$ cat src/design/bdq_pkg.sv
// ----------------------------------------------------------------------------
// bdq_pkg: shared types and constants of the bounded deque
// Operation codes, status codes, field widths and the queued item format.
// ----------------------------------------------------------------------------
`default_nettype none

package bdq_pkg;

  localparam int unsigned ValueW = 32;
  localparam int unsigned ModeW  = 3;
  localparam int unsigned OccW   = 5;

  // mode field codes as they arrive on the input
  localparam logic [ModeW-1:0] MODE_PUSH_FRONT = 3'd0;
  localparam logic [ModeW-1:0] MODE_PUSH_BACK  = 3'd1;
  localparam logic [ModeW-1:0] MODE_POP_FRONT  = 3'd2;
  localparam logic [ModeW-1:0] MODE_POP_BACK   = 3'd3;
  localparam logic [ModeW-1:0] MODE_DUMP       = 3'd4;

  // decoded operation; count and unused modes both fold into OP_COUNT
  typedef enum logic [2:0] {
    OP_PUSH_FRONT,
    OP_PUSH_BACK,
    OP_POP_FRONT,
    OP_POP_BACK,
    OP_DUMP,
    OP_COUNT
  } op_e;

  typedef enum logic [1:0] {
    ST_OK    = 2'd0,
    ST_EMPTY = 2'd1,
    ST_FULL  = 2'd2
  } status_e;

  typedef struct packed {
    op_e                      op;
    logic signed [ValueW-1:0] value;
  } entry_t;

  typedef struct packed {
    logic                     done;
    logic signed [ValueW-1:0] value;
    status_e                  status;
    logic [OccW-1:0]          occ;
    logic                     last;
  } result_t;

endpackage

`default_nettype wire

$ cat src/design/bdq_ram.sv
// ----------------------------------------------------------------------------
// bdq_ram: generic single-write, single-read RAM
// One write port, one read port, read data registered on read enable.
// ----------------------------------------------------------------------------
`default_nettype none

module bdq_ram #(
  parameter int unsigned WIDTH = 32,
  parameter int unsigned DEPTH = 16
) (
  input  wire logic                     clk_i,
  input  wire logic                     we_i,
  input  wire logic [$clog2(DEPTH)-1:0] waddr_i,
  input  wire logic [WIDTH-1:0]         wdata_i,
  input  wire logic                     re_i,
  input  wire logic [$clog2(DEPTH)-1:0] raddr_i,
  output logic      [WIDTH-1:0]         rdata_o
);

  logic [WIDTH-1:0] mem_q [DEPTH];
  logic [WIDTH-1:0] rdata_q;

  always_ff @(posedge clk_i) begin
    if (we_i) begin
      mem_q[waddr_i] <= wdata_i;
    end
    if (re_i) begin
      rdata_q <= mem_q[raddr_i];
    end
  end

  assign rdata_o = rdata_q;

endmodule

`default_nettype wire

$ cat src/design/bdq_front.sv
// ----------------------------------------------------------------------------
// bdq_front: command intake of the bounded deque
// Decodes the mode and holds items in a two-entry queue for the back end.
// ----------------------------------------------------------------------------
`default_nettype none

module bdq_front (
  input  wire logic                                clk_i,
  input  wire logic                                rst_ni,
  input  wire logic                                start_i,
  input  wire logic [bdq_pkg::ModeW-1:0]           mode_i,
  input  wire logic signed [bdq_pkg::ValueW-1:0]   push_value_i,
  output logic                                     busy_o,
  output logic                                     item_valid_o,
  output bdq_pkg::entry_t                          item_o,
  input  wire logic                                take_i
);

  import bdq_pkg::*;

  localparam int unsigned QDepth = 2;
  localparam int unsigned QAw    = $clog2(QDepth);
  localparam int unsigned QCw    = $clog2(QDepth + 1);

  entry_t           slot_q [QDepth];
  logic [QAw-1:0]   wr_ptr_q, wr_ptr_d;
  logic [QAw-1:0]   rd_ptr_q, rd_ptr_d;
  logic [QCw-1:0]   fill_q, fill_d;
  logic             push, pop;
  op_e              op_dec;

  always_comb begin
    case (mode_i)
      MODE_PUSH_FRONT: op_dec = OP_PUSH_FRONT;
      MODE_PUSH_BACK:  op_dec = OP_PUSH_BACK;
      MODE_POP_FRONT:  op_dec = OP_POP_FRONT;
      MODE_POP_BACK:   op_dec = OP_POP_BACK;
      MODE_DUMP:       op_dec = OP_DUMP;
      default:         op_dec = OP_COUNT;   // count and unused codes
    endcase
  end

  assign busy_o       = (fill_q == QCw'(QDepth));
  assign push         = start_i && !busy_o;
  assign item_valid_o = (fill_q != '0);
  assign pop          = item_valid_o && take_i;
  assign item_o       = slot_q[rd_ptr_q];

  always_comb begin
    wr_ptr_d = wr_ptr_q;
    rd_ptr_d = rd_ptr_q;
    fill_d   = fill_q;
    if (push) begin
      wr_ptr_d = (wr_ptr_q == QAw'(QDepth - 1)) ? '0 : wr_ptr_q + QAw'(1);
    end
    if (pop) begin
      rd_ptr_d = (rd_ptr_q == QAw'(QDepth - 1)) ? '0 : rd_ptr_q + QAw'(1);
    end
    case ({push, pop})
      2'b10:   fill_d = fill_q + QCw'(1);
      2'b01:   fill_d = fill_q - QCw'(1);
      default: fill_d = fill_q;
    endcase
  end

  always_ff @(posedge clk_i or negedge rst_ni) begin
    if (!rst_ni) begin
      wr_ptr_q <= '0;
      rd_ptr_q <= '0;
      fill_q   <= '0;
    end else begin
      wr_ptr_q <= wr_ptr_d;
      rd_ptr_q <= rd_ptr_d;
      fill_q   <= fill_d;
    end
  end

  // payload slots, no reset
  always_ff @(posedge clk_i) begin
    if (push) begin
      slot_q[wr_ptr_q] <= '{op: op_dec, value: push_value_i};
    end
  end

endmodule

`default_nettype wire

$ cat src/design/bdq_back.sv
// ----------------------------------------------------------------------------
// bdq_back: execution end of the bounded deque
// Owns the ring store and pointers, runs one operation or one dump word a cycle.
// ----------------------------------------------------------------------------
`default_nettype none

module bdq_back #(
  parameter int unsigned DEPTH = 16
) (
  input  wire logic             clk_i,
  input  wire logic             rst_ni,
  input  wire logic             item_valid_i,
  input  bdq_pkg::entry_t       item_i,
  output logic                  take_o,
  output bdq_pkg::result_t      result_o
);

  import bdq_pkg::*;

  localparam int unsigned AW = $clog2(DEPTH);
  localparam int unsigned CW = $clog2(DEPTH + 1);
  localparam int unsigned SW = AW + 1;

  typedef enum logic {
    S_RUN,
    S_DUMP
  } state_e;

  state_e           state_q, state_d;
  logic [AW-1:0]    front_q, front_d;
  logic [CW-1:0]    count_q, count_d;
  logic [CW-1:0]    k_q, k_d;

  logic             res_vld_q, res_vld_d;
  logic             res_rd_q, res_rd_d;
  status_e          res_st_q, res_st_d;
  logic [OccW-1:0]  res_occ_q, res_occ_d;
  logic             res_last_q, res_last_d;

  logic [CW-1:0]    ofs;
  logic [AW-1:0]    pos;
  logic             full, empty;
  logic             we, re;
  logic [AW-1:0]    waddr;
  logic [ValueW-1:0] rdata;

  function automatic logic [AW-1:0] ring_pos(input logic [AW-1:0] base,
                                             input logic [CW-1:0] off);
    logic [SW-1:0] sum;
    sum = SW'(base) + SW'(off);
    if (sum >= SW'(DEPTH)) begin
      sum = sum - SW'(DEPTH);
    end
    return sum[AW-1:0];
  endfunction

  assign full   = (count_q == CW'(DEPTH));
  assign empty  = (count_q == '0);
  assign take_o = item_valid_i && (state_q == S_RUN);

  always_comb begin
    ofs = '0;
    if (state_q == S_DUMP) begin
      ofs = k_q;
    end else begin
      case (item_i.op)
        OP_PUSH_BACK: ofs = count_q;
        OP_POP_BACK:  ofs = count_q - CW'(1);
        default:      ofs = '0;
      endcase
    end
  end

  assign pos = ring_pos(front_q, ofs);

  always_comb begin
    state_d    = state_q;
    front_d    = front_q;
    count_d    = count_q;
    k_d        = k_q;
    we         = 1'b0;
    waddr      = pos;
    re         = 1'b0;
    res_vld_d  = 1'b0;
    res_rd_d   = 1'b0;
    res_st_d   = ST_OK;
    res_last_d = 1'b1;

    case (state_q)
      S_RUN: begin
        if (take_o) begin
          res_vld_d = 1'b1;
          case (item_i.op)
            OP_PUSH_FRONT: begin
              if (full) begin
                res_st_d = ST_FULL;
              end else begin
                front_d = (front_q == '0) ? AW'(DEPTH - 1) : front_q - AW'(1);
                waddr   = front_d;
                we      = 1'b1;
                count_d = count_q + CW'(1);
              end
            end
            OP_PUSH_BACK: begin
              if (full) begin
                res_st_d = ST_FULL;
              end else begin
                we      = 1'b1;
                count_d = count_q + CW'(1);
              end
            end
            OP_POP_FRONT: begin
              if (empty) begin
                res_st_d = ST_EMPTY;
              end else begin
                re       = 1'b1;
                res_rd_d = 1'b1;
                front_d  = ring_pos(front_q, CW'(1));
                count_d  = count_q - CW'(1);
              end
            end
            OP_POP_BACK: begin
              if (empty) begin
                res_st_d = ST_EMPTY;
              end else begin
                re       = 1'b1;
                res_rd_d = 1'b1;
                count_d  = count_q - CW'(1);
              end
            end
            OP_DUMP: begin
              if (empty) begin
                res_st_d = ST_EMPTY;
              end else begin
                re         = 1'b1;
                res_rd_d   = 1'b1;
                res_last_d = (count_q == CW'(1));
                if (count_q != CW'(1)) begin
                  state_d = S_DUMP;
                  k_d     = CW'(1);
                end
              end
            end
            default: begin
              res_st_d = ST_OK;
            end
          endcase
        end
      end
      S_DUMP: begin
        re         = 1'b1;
        res_vld_d  = 1'b1;
        res_rd_d   = 1'b1;
        res_last_d = (k_q == count_q - CW'(1));
        if (res_last_d) begin
          state_d = S_RUN;
        end else begin
          k_d = k_q + CW'(1);
        end
      end
      default: begin
        state_d = S_RUN;
      end
    endcase

    res_occ_d = OccW'(count_d);
  end

  always_ff @(posedge clk_i or negedge rst_ni) begin
    if (!rst_ni) begin
      state_q    <= S_RUN;
      front_q    <= '0;
      count_q    <= '0;
      k_q        <= '0;
      res_vld_q  <= 1'b0;
      res_rd_q   <= 1'b0;
      res_st_q   <= ST_OK;
      res_occ_q  <= '0;
      res_last_q <= 1'b0;
    end else begin
      state_q    <= state_d;
      front_q    <= front_d;
      count_q    <= count_d;
      k_q        <= k_d;
      res_vld_q  <= res_vld_d;
      res_rd_q   <= res_rd_d;
      res_st_q   <= res_st_d;
      res_occ_q  <= res_occ_d;
      res_last_q <= res_last_d;
    end
  end

  bdq_ram #(
    .WIDTH (ValueW),
    .DEPTH (DEPTH)
  ) u_store (
    .clk_i   (clk_i),
    .we_i    (we),
    .waddr_i (waddr),
    .wdata_i (item_i.value),
    .re_i    (re),
    .raddr_i (pos),
    .rdata_o (rdata)
  );

  assign result_o.done   = res_vld_q;
  assign result_o.value  = res_rd_q ? $signed(rdata) : '0;
  assign result_o.status = res_st_q;
  assign result_o.occ    = res_occ_q;
  assign result_o.last   = res_last_q;

endmodule

`default_nettype wire

$ cat src/design/bounded_deque_unit.sv
// Result path: an item waits in the front-end queue until the back end takes it;
//   its result leaves registered, after any work queued ahead; no receiver stall.
// Throughput: one item per cycle for push, pop and count while no dump streams;
//   a dump holds the execution end over its stored words while the queue fills.
// Reset: asynchronous, active low; clears pointers, count and queue. Store
//   contents are left as they are and are never read before being written.
// ----------------------------------------------------------------------------
// bounded_deque_unit: bounded double-ended queue of signed words
// Front end decodes commands into a short queue; back end owns the ring store.
// ----------------------------------------------------------------------------
`default_nettype none

module bounded_deque_unit #(
  parameter int unsigned DEPTH = 16
) (
  input  wire logic                                clk_i,
  input  wire logic                                rst_ni,
  input  wire logic                                start_i,
  output logic                                     busy_o,
  input  wire logic [bdq_pkg::ModeW-1:0]           mode_i,
  input  wire logic signed [bdq_pkg::ValueW-1:0]   push_value_i,
  output logic                                     done_o,
  output logic signed [bdq_pkg::ValueW-1:0]        out_value_o,
  output logic [1:0]                               status_o,
  output logic [bdq_pkg::OccW-1:0]                 occupancy_o,
  output logic                                     last_o
);

  import bdq_pkg::*;

  // front end -> back end
  logic    item_valid;
  entry_t  item;
  logic    take;
  result_t result;

  // Front: accepts an item whenever its queue has room; busy_o is queue full.
  bdq_front u_front (
    .clk_i        (clk_i),
    .rst_ni       (rst_ni),
    .start_i      (start_i),
    .mode_i       (mode_i),
    .push_value_i (push_value_i),
    .busy_o       (busy_o),
    .item_valid_o (item_valid),
    .item_o       (item),
    .take_i       (take)
  );

  // Back: executes one item per cycle, or streams a dump word per cycle.
  // Results leave registered; the popped word comes straight off the RAM
  // read register.
  bdq_back #(
    .DEPTH (DEPTH)
  ) u_back (
    .clk_i        (clk_i),
    .rst_ni       (rst_ni),
    .item_valid_i (item_valid),
    .item_i       (item),
    .take_o       (take),
    .result_o     (result)
  );

  assign done_o      = result.done;
  assign out_value_o = result.value;
  assign status_o    = result.status;
  assign occupancy_o = result.occ;
  assign last_o      = result.last;

  // full and empty results are always single-result, zero-valued
  a_err_single: assert property (@(posedge clk_i) disable iff (!rst_ni)
    done_o && (status_o != ST_OK) |-> last_o && (out_value_o == '0))
    else $error("error result not final or not zero");

  // a dump streams without gaps until its back word
  a_dump_stream: assert property (@(posedge clk_i) disable iff (!rst_ni)
    done_o && !last_o |=> done_o)
    else $error("dump stream broke before last word");

  // a non-final result is a dump word, so it is ok status
  a_dump_ok: assert property (@(posedge clk_i) disable iff (!rst_ni)
    done_o && !last_o |-> status_o == ST_OK)
    else $error("non-final result with error status");

  // occupancy never drops during a dump stream
  a_dump_occ: assert property (@(posedge clk_i) disable iff (!rst_ni)
    done_o && !last_o |=> occupancy_o == $past(occupancy_o))
    else $error("occupancy changed inside a dump");

endmodule

`default_nettype wire

$ cat config.mk
export PLATFORM = sky130hd
export DESIGN_NAME = bounded_deque_unit
export DESIGN_NICKNAME = d
export VERILOG_FILES = /design/src/design/bdq_pkg.sv /design/src/design/bdq_ram.sv /design/src/design/bdq_front.sv /design/src/design/bdq_back.sv /design/src/design/bounded_deque_unit.sv
export SDC_FILE = /design/constraint.sdc
export NUM_CORES = 1
export LEC_CHECK = 0
export BUFFER_PORTS_ARGS = -buffer_cell sky130_fd_sc_hd__buf_2
export CORE_AREA = 3 3 241 243
export CTS_CLUSTER_DIAMETER = 200
export DETAILED_ROUTE_END_ITERATION = 8
export DIE_AREA = 0 0 244 246
export HOLD_SLACK_MARGIN = 0.1
export PLACE_DENSITY = 0.66
export SYNTH_ARGS = -nofsm -noshare
export SYNTH_HDL_FRONTEND = slang
export SYNTH_SLANG_ARGS = --single-unit
$ cat constraint.sdc
create_clock -name clk_i -period 13.3 [get_ports clk_i]
set_input_delay 0.665 -clock clk_i [delete_from_list [all_inputs] [get_ports clk_i]]
set_output_delay 0.665 -clock clk_i [all_outputs]
set_load 0.05 [all_outputs]
======== After elaboration in Yosys (flattened, before gate mapping) ========
Memories as Yosys holds them, arrays and structs flattened. A register that Yosys moved wholly into a read port is not among the register bits.
Index checks and enable logic that the tools add are counted.
cells by class
  add/subtract/negate cells ............... 12
  $lt $le $gt $ge ......................... 2
  equality and inequality tests ........... 24
  muxes and demuxes ....................... 55
  bitwise logic cells ..................... 1
  reduce and logical (&&, ||, !) cells .... 18
operators by type and width
  kind                                              number
  2-to-1 mux 5 bit                                  8
  2-to-1 mux 4 bit                                  9
  2-to-1 mux 32 bit                                 1
  case mux 5 bit (2 select lines)                   3
  2-to-1 mux 1 bit                                  23
  != test 2 bit, second input constant              9
  case mux 3 bit (5 select lines)                   1
  AND reduction 5 bit                               3
  == test 3 x 2 -> 1 bit, second input constant     4
  subtractor 4 x 1 -> 4 bit, second input constant  3
  adder 5 x 1 -> 5 bit, second input constant       2
  >= comparator 5 bit, second input constant        2
  case mux 1 bit (2 select lines)                   4
  case mux 2 bit (2 select lines)                   2
  case mux 4 bit (2 select lines)                   1
  nonzero test 2 bit                                4
  == test 3 x 1 -> 1 bit, second input constant     2
  == test 3 bit, second input constant              2
  zero test 3 bit                                   2
  2-to-1 mux 2 bit                                  3
  adder 4 x 1 -> 5 bit, second input constant       1
  adder 4 x 5 -> 5 bit                              1
  == test 5 x 1 -> 1 bit, second input constant     1
  == test 5 bit                                     1
  other kinds (15)                                  20
storage, ports and cells
  register bits ........................... 24
  bits in writable memories ............... 582
  bits of input ports ..................... 38
  output and inout bits ................... 42
  word-level logic and storage cells ...... 125
  memories ................................ 2
memories
  name                  depth  bits a word  read ports  clocked after Yosys merged registers in  write ports  line             text
  u_back.u_store.mem_q  16     32           1           1                                        1            bdq_ram.sv:20    logic [WIDTH-1:0] mem_q [DEPTH];
  u_front.slot_q        2      35           1           0                                        1            bdq_front.sv:25  entry_t slot_q [QDepth];

======== Longest topological paths before layout ========
Gate-level depths: netlist of the first run.
An unclocked memory read counts as a cell.
  depth after elaboration ................. 11
  depth in mapped cells ................... 16
  depth with buffers taken out ............ 14

======== Hierarchy ========
From an unflattened synthesis of the first run, not the netlist that was laid out.
unflattened totals
  cell total of the unflattened synthesis .. 1171
  area, all modules ....................... 24692.4 um^2
modules (own cells, without submodules)
  module     instances  cells an instance  area each (um^2)  seq. area each (um^2)
  bdq_ram    1          838                20155.6           16335.7
  bdq_front  1          130                2757.6            2202.1
  bdq_back   1          203                1779.2            500.5

======== Least setup slack after synthesis of the first run ========
OpenSTA, ideal clock, no wires.
  kind .................................... flip-flop to flip-flop
  from .................................... register u_back.count_q[0]
  to ...................................... memory u_back.u_store.mem_q[13][0] (enable)
  setup time .............................. 0.461 ns
  arrival time ............................ 5.215 ns
  data required time ...................... 12.839 ns
  slack ................................... 7.624 ns
  stages on the path, launching flop included .. 16
  buffers on the path ..................... 3
  period minus slack after synthesis ...... 5.676 ns
  cell sequence ........................... dfrtp_1 buf_2 inv_1 ha_1 nand2_1 o211ai_1 nor2_1 a21o_1 inv_1 fa_1 buf_2 buf_1 nand2_1 nand2_1 nand2_1 nor3_1
on the way
  longest elaborated chain between the ends .. 10
  elaborated cells on any way between the ends .. 18
  those cells by class .................... add/sub: 3; order compare: 1; eq/ne: 1; mux: 13
ends and longest elaborated chain
  item                                                                     line                            text
  start: declaration                                                       bdq_back.sv:31                  logic [CW-1:0] count_q, count_d;
  start signal: assignment                                                 bdq_back.sv:183                 count_q <= count_d;
  subtractor 5 x 1 -> 5 bit                                                bdq_back.sv:68                  OP_POP_BACK: ofs = count_q - CW'(1);
  case mux 5 bit (2 select lines)                                          bdq_back.sv:66                  case (item_i.op)
  2-to-1 mux 5 bit                                                         bdq_back.sv:63                  if (state_q == S_DUMP) begin
  adder 4 x 5 -> 5 bit                                                     bdq_back.sv:50                  sum = SW'(base) + SW'(off);
  subtractor 4 x 1 -> 4 bit / >= comparator 5 bit (equally long branches)  bdq_back.sv:52, bdq_back.sv:51
  2-to-1 mux 4 bit                                                         bdq_back.sv:51                  if (sum >= SW'(DEPTH)) begin
  2-to-1 mux 4 bit                                                         bdq_back.sv:95                  if (full) begin
  2-to-1 mux 4 bit                                                         bdq_back.sv:93                  case (item_i.op)
  2-to-1 mux 4 bit                                                         bdq_back.sv:91                  if (take_o) begin
  2-to-1 mux 4 bit                                                         bdq_back.sv:89                  case (state_q)
  end: declaration                                                         bdq_ram.sv:20
Several ways; a longest one is shown, not always the timed one.

======== Worst setup path in the final report of the first run ========
  from .................................... register u_front.rd_ptr_q
  to ...................................... memory u_back.u_store.mem_q[5][15] (enable)
on the way
  longest elaborated chain between the ends .. 11
  elaborated cells on any way between the ends .. 20
  those cells by class .................... add/sub: 2; order compare: 1; eq/ne: 2; mux: 12; reduce/logical: 2; memory: 1
ends and longest elaborated chain
  item                                                                     line                            text
  start: declaration                                                       bdq_front.sv:27                 logic [QAw-1:0] rd_ptr_q, rd_ptr_d;
  start signal: assignment                                                 bdq_front.sv:73                 rd_ptr_q <= rd_ptr_d;
  memory (2 x 35 bit) *                                                    -
  == test 3 x 2 -> 1 bit / == test 3 x 1 -> 1 bit (equally long branches)  bdq_back.sv:66, bdq_back.sv:93
  case mux 5 bit (2 select lines)                                          bdq_back.sv:66
  2-to-1 mux 5 bit                                                         bdq_back.sv:63
  adder 4 x 5 -> 5 bit                                                     bdq_back.sv:50
  subtractor 4 x 1 -> 4 bit / >= comparator 5 bit (equally long branches)  bdq_back.sv:52, bdq_back.sv:51
  2-to-1 mux 4 bit                                                         bdq_back.sv:51
  2-to-1 mux 4 bit                                                         bdq_back.sv:95
  2-to-1 mux 4 bit                                                         bdq_back.sv:93
  2-to-1 mux 4 bit                                                         bdq_back.sv:91
  2-to-1 mux 4 bit                                                         bdq_back.sv:89
Every way passes the cells marked *; elsewhere a longest branch is shown, timed or not.

==> out/metrics.cfg, run 1 <==
[global_routing]
grt_pass1_vias = 12700
antenna_found_initial = 0
track_usage_pct = 17.6
grt_remaining_overflow = 0
grt_max_degree = 84
grt_pass1_wl_mm = 79.3

[finish]
mostFrequentLayoutCells = 614 x edfxtp_1, 128 x mux4_2, 96 x nand2_1, 79 x buf_2, 66 x and2_1
antenna_cells = 0
nNetsFinal = 1414
seq_area_um2 = 19000
final_util_pct = 50.7
fill_cells = 4547
final_common_cell = edfxtp_1
area_growth_pct = 13.0
multiInputGateArea_um2 = 5960
drive_gt1_share_pct = 29.1

[drt]
wl_mm = 51.6
drt_pass1_iterations = 5
drt-initial-drc-count = 970
wl_per_cell_um = 23.8
viasPerCell = 5.59
post-route-drc-count = 0
vias = 12100
ant_nets = 0

[floorplanning]
fp-row-count = 87
dieArea_um2 = 60000
io_pins = 80
floorplan.die.height_um = 246
start_util_pct = 44.9
die_w_um = 244
core-area_um2 = 56200

[worst_setup_path]
slowest_stage = nor3_4
critPathMaxFanout = 67
reg2reg_depth = 16
end_kind = flop
critPathBufInv = 4
path_depth = 16
r2r-start = u_front.rd_ptr_q
worstPathCellList = buf_4 -> mux2_4 -> nand2_1 -> nand3_1 -> o21ai_0 -> ha_4 -> inv_1 -> fa_4 -> xor2_4 -> buf_4 -> nor2_1 -> a21oi_1 -> nor2_1 -> nand2_1 -> nor3_4 -> buf_4
cp_common_cell = buf_4
startpoint_type = flop
slowest_delay_ps = 850
worstPathRequired_ps = 13580
cpLargestDelayFamily = simple AND/OR/NAND/NOR gates
startpoint = u_front.rd_ptr_q
worstPathArrival_ps = 5980
r2r_end = u_back.u_store.mem_q[5][15]
r2r_setup_slack_ps = 7610
path_class = reg2reg
endpoint = u_back.u_store.mem_q[5][15]

[timing]
finalSetupViolations = 0
final.min_clock_period_ps = 5690
finalHoldViolations = 0
max_slew_margin_pct = 22.1
tightest_slew_ps = 1170
max_freq_ghz = 0.176
slew_violations = 0
grt_setup_unrepaired = false
fin_tns_setup_ps = 0
fin_crit_sh_pct = 42.8
hold_ws_ps = 232
fin_skew_ps = 20.9

[yosys]
synthFlopType = edfxtp_1
synth-edff-count = 614
ys_seq_elements = 638
synth_cell_type_count = 55
synth_warnings = 0
synth.area.top_cells = edfxtp_1 73%, mux4_2 11%, dfrtp_1 2.4%
synth_top_area_share_pct = 73.2
yosysSeqAreaShare_pct = 75.6
synth_top_area_cell = edfxtp_1
synth.avg_cell_area_um2 = 20.0
syn-num-nets = 1312
synthCells = 1262
async_flop_share_pct = 3.76
synth_area_um2 = 25200

[clock_tree]
clock_path_buffers = 3
cts_root_buf = clkbuf_16
clock_latency_ps = 620
cts_tree = yes
cts_resized = 0
cts_buffers = 60
clock-sinks = 638
h-tree-depth = 2
clkTransAtPathRegs_ps = 60

[outcome]
status = complete, no violations

[flow_run]
drv_cap = 0

[hold_path]
hold_path.class = in2reg
holdCritStartpoint = push_value_i[11]

[placement]
dp_hpwl_mm = 28.9
place.gp.congestion = 0.722
portBuffers = 79

flip-flops by register name, indices dropped and copies added (netlist names):
signal and flops:
u_back.k_q 5, u_back.res_vld_q 1, u_back.count_q 5, u_back.u_store.rdata_o 32, u_back.res_st_q 2, u_front.rd_ptr_q 1, u_front.slot_q 70, u_front.wr_ptr_q 1
u_back.u_store.mem_q 512, u_front.fill_q 2, u_back.front_q 4, u_back.res_rd_q 1, u_back.state_q 1, u_back.res_last_q 1
metal layers:
layer	part of all wire (%)	track usage [%]
met5	0	0
met4	2.7	5.70
met3	5.5	2.90
met2	49	29.1
met1	43	24.0
stage by stage:
step	setup slack [ps]	cells	cell area, um2
6_report	7610	2165	28500
5_1_grt	7180	2165	28500
4_1_cts	7490	2165	28500
3_5_place_dp	7510	2057	26600
3_3_place_gp	7560	2057	26600
2_1_floorplan	7620	1262	25200
cell type report:
| cell class | count | share of cell area (%) |
|---|---|---|
| Tap cell | 756 | 3.32 |
| Sequential cell | 638 | 66.9 |
| Clock inverter | 32 | 1.01 |
| Timing Repair Buffer | 105 | 2.13 |
| Multi-Input combinational cell | 544 | 20.9 |
| Inverter | 15 | 0.198 |
| Clock buffer | 75 | 5.54 |
worst min path at each step:
stage	to	slack, ps	depth (start not counted)
finish	u_front.slot_q[0][11]	230	1
detailed placement	u_front.fill_q[1]	530	1
global route	u_front.slot_q[0][0]	210	1
global placement	u_front.wr_ptr_q	530	1
floorplan	u_back.count_q[0]	370	0
CTS	u_front.slot_q[0][11]	190	1
kinds of logic (layout without fill, tap and decap cells):
logic type | count (synthesis) | in the layout | share of synthesized area, %
AOI/OAI and AO/OA | 111 | 111 | 3.57
xor gates and xnor gates | 23 | 23 | 0.829
adders and majority gates | 12 | 12 | 0.626
buffers and inverters | 80 | 227 | 1.49
DFF | 638 | 638 | 75.6
muxes | 169 | 169 | 13.4
and+or+nand+nor | 229 | 229 | 4.51
cells in the mapped netlist (3+ instances only):
library cell and instances:
dfrtp_1 24, mux2_2 32, o21ai_0 4, and2_1 66, a21oi_1 13, xor2_1 7, buf_6 6, a211oi_1 7
xnor2_1 15, buf_1 3, a31oi_1 34, clkbuf_1 32, a211oi_2 28, ha_1 11, nor3_1 4, o31ai_1 3
inv_1 14, mux2_4 4, nand3_1 10, mux4_2 128, nand2b_1 3, nor2_1 29, and3_1 4, buf_2 24
o21ai_1 3, a21o_1 7, nor3_2 3, nand2_1 96, edfxtp_1 614
worst reg2reg max path: cells and delay by family (launching register included):
kind            cells  cell delay, ps
compound gates      2             350
xor+xnor            1             170
fa+ha+maj           2             710
buf+inv             4            1380
flops               1             720
mux                 1             410
simple gates        6            1610
repair_timing:
action / in CTS / in global routing
hold buffers: 1 / 0
endpoints found under the hold margin: 24 / 0
setup buffers: 0 / 0
Power of run 1 is left out: the tool's default activity adds up to more than one toggle a clock period on the data nets, which glitch-free logic cannot reach.
==> inputs of run 2 (changes only) <==
--- a/config.mk
+++ b/config.mk
@@ -5,13 +5,14 @@
 export SDC_FILE = /design/constraint.sdc
 export NUM_CORES = 1
 export LEC_CHECK = 0
+export ABC_AREA = 1
 export BUFFER_PORTS_ARGS = -buffer_cell sky130_fd_sc_hd__buf_2
-export CORE_AREA = 3 3 241 243
+export CORE_AREA = 3 3 243 245
 export CTS_CLUSTER_DIAMETER = 200
 export DETAILED_ROUTE_END_ITERATION = 8
-export DIE_AREA = 0 0 244 246
+export DIE_AREA = 0 0 246 248
 export HOLD_SLACK_MARGIN = 0.1
-export PLACE_DENSITY = 0.66
+export PLACE_DENSITY = 0.65
 export SYNTH_ARGS = -nofsm -noshare
 export SYNTH_HDL_FRONTEND = slang
 export SYNTH_SLANG_ARGS = --single-unit
==> constraint.sdc (replaced) <==
create_clock -name clk_i -period 5.71 [get_ports clk_i]
set_input_delay 0.2855 -clock clk_i [delete_from_list [all_inputs] [get_ports clk_i]]
set_output_delay 0.2855 -clock clk_i [all_outputs]
set_load 0.05 [all_outputs]
==> out/metrics.cfg, run 2 <==
[outcome]
status = complete, no violations

[timing]
fin_tns_setup_ps = 0
fin_skew_ps = 25.0
slew_violations = 0
finalSetupViolations = 0
fin_crit_sh_pct = 81.8
grt_setup_unrepaired = false
tightest_slew_ps = 1020
max_slew_margin_pct = 32.1
final.min_clock_period_ps = 4670
max_freq_ghz = 0.214
finalHoldViolations = 0

[placement]
portBuffers = 79
dp.cells = 2725
dp_hpwl_mm = 34.3
place.gp.congestion = 0.825

[yosys]
synth_top_area_share_pct = 72.2
synth_top_area_cell = edfxtp_1
yosysSeqAreaShare_pct = 74.6
synth.avg_cell_area_um2 = 13.0
async_flop_share_pct = 3.76
ys_top_cells_by_count = 614 x edfxtp_1, 339 x nand2_1, 272 x o21ai_0, 228 x nor2_1, 79 x clkbuf_1
synth_most_common_cell = edfxtp_1
synth_cell_type_count = 40
syn-num-nets = 2009
ys_seq_elements = 638
synth_warnings = 0
synth.area.top_cells = edfxtp_1 72%, o21ai_0 5.3%, nand2_1 5.0%
synth_area_um2 = 25500
synth-edff-count = 614
synthCells = 1959
synthFlopType = edfxtp_1

[drt]
wl_per_cell_um = 20.9
drt-initial-drc-count = 1504
drt_pass1_iterations = 5
ant_nets = 0
vias = 16000
wl_mm = 60.1
post-route-drc-count = 0
viasPerCell = 5.56

[clock_tree]
cts_buffers = 66
h-tree-depth = 3
clock-sinks = 638
clkTransAtPathRegs_ps = 60
clock_path_buffers = 3
cts_tree = yes
post-cts-setup-buffer-count = 0
cts_root_buf = clkbuf_16
clock_latency_ps = 590

[finish]
final_common_cell = edfxtp_1
fill_cells = 4770
mostFrequentLayoutCells = 614 x edfxtp_1, 338 x nand2_1, 272 x o21ai_0, 210 x nor2_1, 79 x buf_2
stdcell_count = 2877
antenna_cells = 0
drive_gt1_share_pct = 13.4
area_growth_pct = 14.6
largest_reg_flops = 512
largest-register = u_back.u_store.mem_q
nNetsFinal = 2116

[worst_setup_path]
startpoint_type = flop
end_kind = flop
path_class = reg2reg
critPathMaxFanout = 61
worstPathRequired_ps = 5970
worstPathArrival_ps = 4930

[floorplanning]
floorplan.die.height_um = 248
dieArea_um2 = 61000
die_w_um = 246
fp-row-count = 88
core-area_um2 = 57400
io_pins = 80
start_util_pct = 44.5

[global_routing]
track_usage_pct = 19.8
grt_max_degree = 97
grt_pass1_wl_mm = 92.1
antenna_found_initial = 1
grt_pass1_vias = 15800
grt_remaining_overflow = 0

[hold_path]
hold_path.class = in2async

[flow_run]
drv_cap = 0

run 2: per-stage QoR:
step	utilization [%]	hold WS (ps)	setup slack (ps)	instance area, um2
3_3_place_gp	46.8	315	1040	26800
5_1_grt	51.0	289	610	29300
4_1_cts	51.0	234	943	29200
6_report	51.0	236	1040	29300
2_1_floorplan	-	-10.1	955	25500
3_5_place_dp	46.8	319	978	26800
run 2: timing repair:
| item | in CTS | in global routing |
|---|---|---|
| hold endpoints to repair | 94 | 0 |
| hold buffers | 37 | 0 |
| resized for setup | 0 | 0 |
run 2: final timing paths:
| check | start | to | slack, ps | cells past startpoint |
|---|---|---|---|---|
| max | u_front.rd_ptr_q | u_back.u_store.mem_q[14][24] | 1040 | 16 |
| min | rst_ni | u_back.front_q[3] | 240 | 2 |
| max reg2reg | u_front.rd_ptr_q | u_back.u_store.mem_q[14][24] | 1040 | 16 |
| min reg2reg | u_front.fill_q[1] | u_back.res_vld_q | 560 | 2 |
| max in group asynchronous | rst_ni | u_back.front_q[0] | 5080 | 2 |
| min in group clk_i | start_i | u_front.wr_ptr_q | 300 | 3 |
run 2: final cells by class:
type | instances | area, um2 | area share [%]
Tap cell | 765 | 957 | 3.27
Inverter | 68 | 263 | 0.898
Multi-Input combinational cell | 1136 | 5880 | 20.1
Clock inverter | 35 | 300 | 1.03
Sequential cell | 638 | 19000 | 65.1
Clock buffer | 79 | 1740 | 5.96
Timing Repair Buffer | 156 | 1070 | 3.67
run 2: critical path, stage by stage (launching register included):
cell,delay (ps)
dfrtp_1,470
inv_2,130
buf_4,330
nand2_1,110
o21ai_2,110
nor2_2,70
o21ai_0,170
o21ai_0,160
ha_4,200
inv_1,80
fa_2,470
inv_4,480
nand2_1,140
o21ai_2,130
nand3_2,240
nor2_4,700
buf_4,340
run 2: kinds of logic (layout without fill, tap and decap cells):
family                   after synthesis  after routing  synth area share (%)
AO/OA/AOI/OAI                        488            488                  11.4
XOR/XNOR                              19             19                 0.652
adder cells (fa/ha/maj)               12             12                 0.618
buffers and inverters                185            338                  3.05
flip-flops                           638            638                  74.6
AND/OR/NAND/NOR                      617            617                  9.69
run 2: metal layers:
layer / global-route usage [%] / part of all wire (%) / vias up
met3: 3.31 / 7.4 / 99
met5: 0 / 0 / -
li1: - / - / 7357
met2: 32.3 / 47 / 651
met1: 27.3 / 43 / 7878
met4: 6.56 / 2.4 / 0
Power of run 2 is left out for the same reason.
